--- src/rtl/svpe_pkg.sv ---
// ----------------------------------------------------------------------------
// svpe_pkg
// Widths, reset values, codes and shared types of the servo position estimator.
// ----------------------------------------------------------------------------
package svpe_pkg;

  localparam int ANGLE_W   = 12;
  localparam int CMD_W     = 14;
  localparam int TIME_W    = 32;
  localparam int PULSE_W   = 15;
  localparam int MSPD_W    = 8;
  localparam int CFG_IDX_W = 2;
  localparam int CFG_DATA_W = 15;

  localparam int DIV_DVD_W = 23;
  localparam int DIV_DVS_W = 8;

  localparam logic [ANGLE_W-1:0] ANGLE_MAX = 12'd2880;
  localparam logic [ANGLE_W-1:0] ANGLE_MID = 12'd1440;
  localparam logic [DIV_DVS_W-1:0] FULL_DEG = 8'd180;

  localparam logic [MSPD_W-1:0]  MSPD_RST      = 8'd2;
  localparam logic [PULSE_W-1:0] PULSE_MIN_RST = 15'd500;
  localparam logic [PULSE_W-1:0] PULSE_MAX_RST = 15'd2900;
  localparam logic [PULSE_W-1:0] PULSE_MID_RST = 15'd1700;

  localparam logic ACT_TICK = 1'b0;
  localparam logic ACT_CMD  = 1'b1;

  typedef enum logic [CFG_IDX_W-1:0] {
    CFG_MS_PER_DEG   = 2'd0,
    CFG_PULSE_MIN_US = 2'd1,
    CFG_PULSE_MAX_US = 2'd2
  } cfg_idx_t;

  typedef struct packed {
    logic [MSPD_W-1:0]  ms_per_deg;
    logic [PULSE_W-1:0] pulse_min_us;
    logic [PULSE_W-1:0] pulse_max_us;
  } cfg_t;

endpackage

--- src/rtl/svpe_if.sv ---
// ----------------------------------------------------------------------------
// svpe interfaces
// Valid/ready channels for input items, result items and register writes.
// ----------------------------------------------------------------------------
interface svpe_in_if;
  logic                                valid;
  logic                                ready;
  logic                                action;
  logic signed [svpe_pkg::CMD_W-1:0]   angle_cmd;
  logic        [svpe_pkg::TIME_W-1:0]  now_ms;

  modport source (output valid, action, angle_cmd, now_ms, input ready);
  modport sink   (input valid, action, angle_cmd, now_ms, output ready);
endinterface

interface svpe_out_if;
  logic                                valid;
  logic                                ready;
  logic [svpe_pkg::ANGLE_W-1:0]        est_angle;
  logic [svpe_pkg::ANGLE_W-1:0]        goal_angle;
  logic                                moving;
  logic [svpe_pkg::PULSE_W-1:0]        drive_us;

  modport source (output valid, est_angle, goal_angle, moving, drive_us, input ready);
  modport sink   (input valid, est_angle, goal_angle, moving, drive_us, output ready);
endinterface

interface svpe_cfg_if;
  logic                                valid;
  logic                                ready;
  logic [svpe_pkg::CFG_IDX_W-1:0]      index;
  logic [svpe_pkg::CFG_DATA_W-1:0]     data;

  modport source (output valid, index, data, input ready);
  modport sink   (input valid, index, data, output ready);
endinterface

--- src/rtl/servo_position_estimator_core.sv ---
// ----------------------------------------------------------------------------
// servo_position_estimator_core
// Open-loop position estimate, move target and drive pulse of a hobby servo.
// ----------------------------------------------------------------------------
// Channels: cmd takes one item (action, angle_cmd, now_ms); res gives exactly
// one result per item (est_angle, goal_angle, moving, drive_us); cfg writes
// the travel rate and the pulse width limits by index, always ready.
// One item at a time: cmd.ready is high only while no item is in work.
// Path from the cmd transfer to res.valid:
//   command                - shared serial divider by 180 for the pulse
//   tick, no move          - straight to the result
//   tick, move finished    - through ST_TICK, which ends the move
//   tick, move in progress - through ST_TICK and the divider by the travel rate
// cmd.ready returns only after the res transfer.
// Reset: estimate and target go to 90 degrees, pulse to 1700 us, no move,
// registers to their defaults; res holds no result.
// A stalled res keeps its result and blocks the next cmd transfer.
// ----------------------------------------------------------------------------
module servo_position_estimator_core (
  input  logic        clk,
  input  logic        rst,
  svpe_in_if.sink     cmd,
  svpe_out_if.source  res,
  svpe_cfg_if.sink    cfg
);
  import svpe_pkg::*;

  typedef enum logic [1:0] {ST_IDLE, ST_TICK, ST_DIV, ST_OUT} state_t;

  state_t             state;
  cfg_t               regs;
  logic [ANGLE_W-1:0] est;
  logic [ANGLE_W-1:0] target;
  logic [ANGLE_W-1:0] origin;
  logic [TIME_W-1:0]  start_ms;
  logic [TIME_W-1:0]  elapsed;
  logic               moving;
  logic [PULSE_W-1:0] pulse;
  logic               op_cmd;

  logic               div_start;
  logic [DIV_DVD_W-1:0] div_dividend;
  logic [DIV_DVS_W-1:0] div_divisor;
  logic               div_done;
  logic [DIV_DVD_W-1:0] div_q;

  logic               in_xfer;
  logic [ANGLE_W-1:0] clamped;
  logic [PULSE_W-1:0] span;
  logic [DIV_DVD_W-1:0] pulse_prod;
  logic               up;
  logic [ANGLE_W-1:0] travel;
  logic [ANGLE_W+MSPD_W-1:0] travel_prod;
  logic [TIME_W-1:0]  travel_ms;
  logic               move_over;
  logic [ANGLE_W-1:0] delta;

  svpe_regs u_regs (
    .clk  (clk),
    .rst  (rst),
    .cfg  (cfg),
    .regs (regs)
  );

  svpe_div #(
    .DVD_W (DIV_DVD_W),
    .DVS_W (DIV_DVS_W)
  ) u_div (
    .clk      (clk),
    .rst      (rst),
    .start    (div_start),
    .dividend (div_dividend),
    .divisor  (div_divisor),
    .done     (div_done),
    .quotient (div_q)
  );

  assign cmd.ready      = (state == ST_IDLE);
  assign in_xfer        = cmd.valid && cmd.ready;
  assign res.valid      = (state == ST_OUT);
  assign res.est_angle  = est;
  assign res.goal_angle = target;
  assign res.moving     = moving;
  assign res.drive_us   = pulse;

  always_comb begin
    if (cmd.angle_cmd[CMD_W-1]) begin
      clamped = '0;
    end else if (cmd.angle_cmd[CMD_W-2:0] > {1'b0, ANGLE_MAX}) begin
      clamped = ANGLE_MAX;
    end else begin
      clamped = cmd.angle_cmd[ANGLE_W-1:0];
    end
    span       = (regs.pulse_max_us > regs.pulse_min_us) ?
                 (regs.pulse_max_us - regs.pulse_min_us) : '0;
    pulse_prod = DIV_DVD_W'(clamped[ANGLE_W-1:4]) * DIV_DVD_W'(span);

    up          = (target >= origin);
    travel      = up ? (target - origin) : (origin - target);
    travel_prod = (ANGLE_W+MSPD_W)'(travel) * (ANGLE_W+MSPD_W)'(regs.ms_per_deg);
    travel_ms   = TIME_W'(travel_prod[ANGLE_W+MSPD_W-1:4]);
    move_over   = (elapsed >= travel_ms);
    delta       = (div_q > DIV_DVD_W'(travel)) ? travel : div_q[ANGLE_W-1:0];

    div_start    = 1'b0;
    div_dividend = pulse_prod;
    div_divisor  = FULL_DEG;
    if (state == ST_IDLE && in_xfer && cmd.action == ACT_CMD) begin
      div_start = 1'b1;
    end else if (state == ST_TICK && !move_over) begin
      div_start    = 1'b1;
      div_dividend = DIV_DVD_W'({elapsed[15:0], 4'b0000});
      div_divisor  = regs.ms_per_deg;
    end
  end

  always_ff @(posedge clk) begin
    if (rst) begin
      state    <= ST_IDLE;
      est      <= ANGLE_MID;
      target   <= ANGLE_MID;
      origin   <= ANGLE_MID;
      start_ms <= '0;
      moving   <= 1'b0;
      pulse    <= PULSE_MID_RST;
      op_cmd   <= 1'b0;
      elapsed  <= '0;
    end else begin
      case (state)
        ST_IDLE: begin
          if (in_xfer) begin
            op_cmd  <= (cmd.action == ACT_CMD);
            elapsed <= cmd.now_ms - start_ms;
            if (cmd.action == ACT_CMD) begin
              origin   <= est;
              target   <= clamped;
              start_ms <= cmd.now_ms;
              moving   <= 1'b1;
              state    <= ST_DIV;
            end else if (moving) begin
              state <= ST_TICK;
            end else begin
              state <= ST_OUT;
            end
          end
        end
        ST_TICK: begin
          if (move_over) begin
            est    <= target;
            moving <= 1'b0;
            state  <= ST_OUT;
          end else begin
            state <= ST_DIV;
          end
        end
        ST_DIV: begin
          if (div_done) begin
            if (op_cmd) begin
              pulse <= regs.pulse_min_us + div_q[PULSE_W-1:0];
            end else begin
              est <= up ? (origin + delta) : (origin - delta);
            end
            state <= ST_OUT;
          end
        end
        ST_OUT: begin
          if (res.ready) begin
            state <= ST_IDLE;
          end
        end
        default: state <= ST_IDLE;
      endcase
    end
  end

endmodule

--- src/rtl/svpe_regs.sv ---
// ----------------------------------------------------------------------------
// svpe_regs
// Configuration register file: travel rate and pulse width limits.
// ----------------------------------------------------------------------------
module svpe_regs (
  input  logic              clk,
  input  logic              rst,
  svpe_cfg_if.sink          cfg,
  output svpe_pkg::cfg_t    regs
);
  import svpe_pkg::*;

  assign cfg.ready = 1'b1;

  always_ff @(posedge clk) begin
    if (rst) begin
      regs.ms_per_deg   <= MSPD_RST;
      regs.pulse_min_us <= PULSE_MIN_RST;
      regs.pulse_max_us <= PULSE_MAX_RST;
    end else if (cfg.valid && cfg.ready) begin
      case (cfg.index)
        CFG_MS_PER_DEG:   regs.ms_per_deg   <= cfg.data[MSPD_W-1:0];
        CFG_PULSE_MIN_US: regs.pulse_min_us <= cfg.data[PULSE_W-1:0];
        CFG_PULSE_MAX_US: regs.pulse_max_us <= cfg.data[PULSE_W-1:0];
        default: ;
      endcase
    end
  end

endmodule

--- src/rtl/svpe_div.sv ---
// ----------------------------------------------------------------------------
// svpe_div
// Shared restoring divider, one quotient bit per cycle.
// ----------------------------------------------------------------------------
module svpe_div #(
  parameter int DVD_W = svpe_pkg::DIV_DVD_W,
  parameter int DVS_W = svpe_pkg::DIV_DVS_W
) (
  input  logic             clk,
  input  logic             rst,
  input  logic             start,
  input  logic [DVD_W-1:0] dividend,
  input  logic [DVS_W-1:0] divisor,
  output logic             done,
  output logic [DVD_W-1:0] quotient
);
  localparam int CNT_W = (DVD_W > 1) ? $clog2(DVD_W) : 1;
  localparam logic [CNT_W-1:0] CNT_LAST = CNT_W'(DVD_W - 1);

  logic             busy;
  logic [CNT_W-1:0] cnt;
  logic [DVS_W-1:0] rem;
  logic [DVS_W-1:0] dvs;
  logic [DVS_W:0]   rem_sh;
  logic [DVS_W:0]   rem_diff;
  logic             qbit;

  always_comb begin
    rem_sh   = {rem, quotient[DVD_W-1]};
    rem_diff = rem_sh - {1'b0, dvs};
    qbit     = (rem_sh >= {1'b0, dvs});
  end

  always_ff @(posedge clk) begin
    if (rst) begin
      busy <= 1'b0;
      done <= 1'b0;
      cnt  <= '0;
    end else begin
      done <= 1'b0;
      if (start) begin
        busy     <= 1'b1;
        cnt      <= CNT_LAST;
        rem      <= '0;
        dvs      <= divisor;
        quotient <= dividend;
      end else if (busy) begin
        rem      <= qbit ? rem_diff[DVS_W-1:0] : rem_sh[DVS_W-1:0];
        quotient <= {quotient[DVD_W-2:0], qbit};
        cnt      <= cnt - 1'b1;
        if (cnt == '0) begin
          busy <= 1'b0;
          done <= 1'b1;
        end
      end
    end
  end

endmodule

--- src/flat_wrapper.sv ---
// flat-port wrapper written by rule: the top's interface ports become plain ports
module servo_position_estimator_core_flat import svpe_pkg::*;
  (clk, rst, cmd_valid, cmd_action, cmd_angle_cmd, cmd_now_ms, cmd_ready, res_valid, res_est_angle, res_goal_angle, res_moving, res_drive_us, res_ready, cfg_valid, cfg_index, cfg_data, cfg_ready);
  svpe_in_if cmd_i ();
  svpe_out_if res_i ();
  svpe_cfg_if cfg_i ();
  input  logic clk;
  input  logic rst;
  input wire logic [$bits(cmd_i.valid)-1:0] cmd_valid;
  input wire logic [$bits(cmd_i.action)-1:0] cmd_action;
  input wire logic [$bits(cmd_i.angle_cmd)-1:0] cmd_angle_cmd;
  input wire logic [$bits(cmd_i.now_ms)-1:0] cmd_now_ms;
  output wire logic [$bits(cmd_i.ready)-1:0] cmd_ready;
  output wire logic [$bits(res_i.valid)-1:0] res_valid;
  output wire logic [$bits(res_i.est_angle)-1:0] res_est_angle;
  output wire logic [$bits(res_i.goal_angle)-1:0] res_goal_angle;
  output wire logic [$bits(res_i.moving)-1:0] res_moving;
  output wire logic [$bits(res_i.drive_us)-1:0] res_drive_us;
  input wire logic [$bits(res_i.ready)-1:0] res_ready;
  input wire logic [$bits(cfg_i.valid)-1:0] cfg_valid;
  input wire logic [$bits(cfg_i.index)-1:0] cfg_index;
  input wire logic [$bits(cfg_i.data)-1:0] cfg_data;
  output wire logic [$bits(cfg_i.ready)-1:0] cfg_ready;
  assign cmd_i.valid = cmd_valid;
  assign cmd_i.action = cmd_action;
  assign cmd_i.angle_cmd = cmd_angle_cmd;
  assign cmd_i.now_ms = cmd_now_ms;
  assign cmd_ready = cmd_i.ready;
  assign res_valid = res_i.valid;
  assign res_est_angle = res_i.est_angle;
  assign res_goal_angle = res_i.goal_angle;
  assign res_moving = res_i.moving;
  assign res_drive_us = res_i.drive_us;
  assign res_i.ready = res_ready;
  assign cfg_i.valid = cfg_valid;
  assign cfg_i.index = cfg_index;
  assign cfg_i.data = cfg_data;
  assign cfg_ready = cfg_i.ready;
  servo_position_estimator_core u_core (.clk(clk), .rst(rst), .cmd(cmd_i), .res(res_i), .cfg(cfg_i));
endmodule
--- config.mk ---
export PLATFORM = sky130hd
export DESIGN_NAME = servo_position_estimator_core_flat
export DESIGN_NICKNAME = d
export VERILOG_FILES = /design/src/rtl/svpe_pkg.sv /design/src/rtl/svpe_if.sv /design/src/rtl/servo_position_estimator_core.sv /design/src/rtl/svpe_regs.sv /design/src/rtl/svpe_div.sv /design/src/flat_wrapper.sv
export SDC_FILE = /design/constraint.sdc
export NUM_CORES = 1
export LEC_CHECK = 0
export ABC_AREA = 1
export ABC_CLOCK_PERIOD_IN_PS = 9600
export BUFFER_PORTS_ARGS = -buffer_cell sky130_fd_sc_hd__buf_4
export CORE_ASPECT_RATIO = 1.2
export CORE_MARGIN = 4
export CORE_UTILIZATION = 25
export DETAILED_ROUTE_END_ITERATION = 6
export PLACE_DENSITY = 0.39
export SKIP_CTS_REPAIR_TIMING = 1
export SYNTH_ARGS = -nofsm -noshare
export SYNTH_HDL_FRONTEND = slang
export SYNTH_HIERARCHICAL = 1
export SYNTH_SLANG_ARGS = --single-unit
--- constraint.sdc ---
create_clock -name clk -period 9.6 [get_ports clk]
set_clock_uncertainty 0.05 [all_clocks]
set_input_delay 2.88 -clock clk [delete_from_list [all_inputs] [get_ports clk]]
set_output_delay 2.88 -clock clk [all_outputs]
set_load 0.01 [all_outputs]
==> results.json <==
{
  "crit_family": "adder cells",
  "synthMuxAreaShare": 0,
  "wire_per_inst_um": 17.1,
  "slowest_delay_ps": 540,
  "period_needed_ps": 8770,
  "final_common_cell": "nand2_1",
  "clockPowerShare": 0.134,
  "antenna_found_initial": 0,
  "cp_max_fo": 31,
  "rows": 117,
  "crit_type": "reg2reg",
  "cts_root_buf": "clkbuf_16",
  "max_slew_margin": 0.341,
  "path_buf_inv": 7,
  "tightest_slew_ps": 985,
  "clk_latency_ps": 590,
  "diodes": 0,
  "grt_max_degree": 88,
  "reg2reg_depth": 40,
  "hold_violations": 0,
  "async_reset_ff_frac": 0,
  "placed_cell_area_um2": 23600,
  "cp_num_cells": 40,
  "finalCritPeriodShare": 0.913,
  "maxCapViolCount": 0,
  "hold_depth": 2,
  "clk_pin_slew_ps": 60,
  "finalSetupTns_ps": 0,
  "grt_pass1_vias": 19400,
  "coreArea_um2": 84800,
  "power_frac_seq": 0.138,
  "worstSetupEndpointType": "flop",
  "yosys.cell_types.count": 64,
  "vias_per_cell": 4.39,
  "cts_buffers": 28,
  "num-nets-final": 3563,
  "power.internal_mw": 3.89,
  "synth_warnings": 6,
  "syn_area_per_cell_um2": 7.06,
  "yosys.area_share.adder": 0.263,
  "htree_levels": 1,
  "power.density_nw_per_um2": 345,
  "antenna_left": 0,
  "synth-xor-area-share": 0.0377,
  "crit_top_cell": "nand2_1",
  "synth_compound_area_frac": 0.129,
  "first_pass_iters": 5,
  "drt_iter0_drc": 819,
  "syn-cell-area_um2": 21300,
  "yosys_most_used_dff": "dfxtp_1",
  "grt_usage": 0.162,
  "grt-ovfl-total": 0,
  "vdd_ir_drop_max_mv": 0.166,
  "dpl.hpwl_um": 60300,
  "cp_data_arrival_time_ps": 8990,
  "power.share.switching": 0.542,
  "cp-start-kind": "flop",
  "comb_power_share": 0.729,
  "synth_seq_cells": 203,
  "synth_top_family_by_area": "adder cells",
  "slew_violations": 0,
  "rsz0062_at_grt": "false",
  "ys_seq_area_frac": 0.209,
  "finalSetupViolCount": 0,
  "area_growth_pct": 15.4,
  "syn-num-nets": 3454,
  "required_ps": 9820,
  "crit_slowest_cell": "fa_1",
  "vias": 18800,
  "wirelength_um": 73100,
  "io_buffers": 110,
  "grt_pass1_wl_um": 114000,
  "layout_common_cells": "nand2_1, inv_1, nor2_1",
  "io_pins": 112,
  "switchingPower_mw": 4.61,
  "dieArea_um2": 90100,
  "cts_max_path_buffers": 3,
  "fin_area_um2": 24600,
  "drc": 0,
  "cts_tree": "done",
  "synthSimpleGateAreaFrac": 0.252,
  "timing.fmax_ghz": 0.114,
  "hold_path_class": "reg2reg",
  "place_congestion": 0.831,
  "start_util": 0.252,
  "die_w_um": 275,
  "p_leak_nw": 12.4,
  "numClockSinks": 203,
  "synth-edff-count": 39,
  "drive_gt1_frac": 0.0973,
  "fp.dieH_um": 328,
  "status": "completed",
  "syn_inst": 3024
}
## metrics by stage
| step | hold WS (ps) | std cells | util | setup slack [ps] | power [mW] |
|---|---|---|---|---|---|
| 4_1_cts | 410 | 4285 | 0.291 | 593 | 8.62 |
| 2_1_floorplan | 378 | 3024 | - | 798 | 5.60 |
| 6_report | 405 | 4285 | 0.291 | 833 | 8.50 |
| 3_3_place_gp | 398 | 4233 | 0.279 | 419 | 7.47 |
| 5_1_grt | 423 | 4285 | 0.291 | 96.7 | 9.47 |
| 3_5_place_dp | 401 | 4233 | 0.279 | 286 | 7.41 |
## final timing paths
check	from	end	slack [ps]
min reg2reg	u_core/start_ms[4]$_SDFFE_PP0P_	u_core/start_ms[4]$_SDFFE_PP0P_	400
min	u_core/start_ms[4]$_SDFFE_PP0P_	u_core/start_ms[4]$_SDFFE_PP0P_	400
max reg2reg	u_core/origin[1]$_SDFFE_PP0P_	u_core/u_div/dvs[4]$_DFFE_PP_	830
max	u_core/origin[1]$_SDFFE_PP0P_	u_core/u_div/dvs[4]$_DFFE_PP_	830
## cells by family after synthesis
| logic type | after synthesis |
|---|---|
| flip-flops | 203 |
| adder cells (fa/ha/maj) | 361 |
| AND/OR/NAND/NOR | 1264 |
| other | 1 |
| AO/OA/AOI/OAI | 496 |
| XOR/XNOR | 92 |
| buffers and inverters | 607 |
## state kept, by name, indices dropped and copies added, names as in the netlist
signal                 flops
u_core/u_regs/regs        38
u_core/elapsed            32
u_core/start_ms           32
u_core/u_div/quotient     23
u_core/res.drive_us       15
u_core/origin             12
u_core/res.est_angle      12
u_core/res.goal_angle     12
u_core/u_div/dvs           8
u_core/u_div/rem           8
u_core/u_div/cnt           5
u_core/state               2
u_core/op_cmd              1
u_core/res.moving          1
u_core/u_div/busy          1
u_core/u_div/done          1
## Yosys cell counts (13+ instances only)
cell type  instances  share of area
dfxtp_1          164           0.15
clkbuf_1          55         0.0097
xnor2_1           35          0.014
o21ai_0          171          0.040
edfxtp_1          39          0.055
ha_1             216           0.13
nand2_2           24         0.0070
a21oi_1          224          0.053
xor2_1            57          0.023
nand4_1           23         0.0067
nand2_1          632           0.11
a31oi_1           13         0.0038
o21bai_1          21         0.0074
nand2_4           18         0.0095
nand3_1          106          0.025
nor2_1           393          0.069
inv_1            513          0.090
fa_1             145           0.14
nor3_1            16         0.0038
## per-layer routing
metal / GRT usage / wire (um) / vias to the layer above
met5: 0 / 0 / -
met4: 0.0401 / 1820 / 0
met3: 0.0167 / 2090 / 76
met2: 0.286 / 36100 / 228
met1: 0.212 / 33100 / 8748
li1: - / - / 9765
## area by class of cell
type / instances / area, um^2
Multi-Input combinational cell: 2214 / 14600
Tap cell: 1130 / 1410
Fill cell: 9473 / 60100
Inverter: 526 / 1980
Sequential cell: 203 / 4450
Clock buffer: 38 / 832
Clock inverter: 14 / 184
Timing Repair Buffer: 160 / 1230
## worst register-to-register path, delay by kind of cell (launching register included)
kind / cells / cell delay, ps
fa+ha+maj: 7 / 3310
simple gates: 15 / 2160
buf+inv: 7 / 830
compound gates: 11 / 1630
flops: 1 / 480
## power by group through the flow
stage                     Clock (mW)  Sequential, mW  Combinational [mW]
after floorplan                    0            1.14                4.45
after global placement             0            1.19                6.28
after detailed placement           0            1.19                6.22
after CTS                       1.18            1.17                6.26
after global routing            1.21            1.19                7.08
final                           1.14            1.17                6.19
No activity file was read; power rests on OpenSTA's default activity.
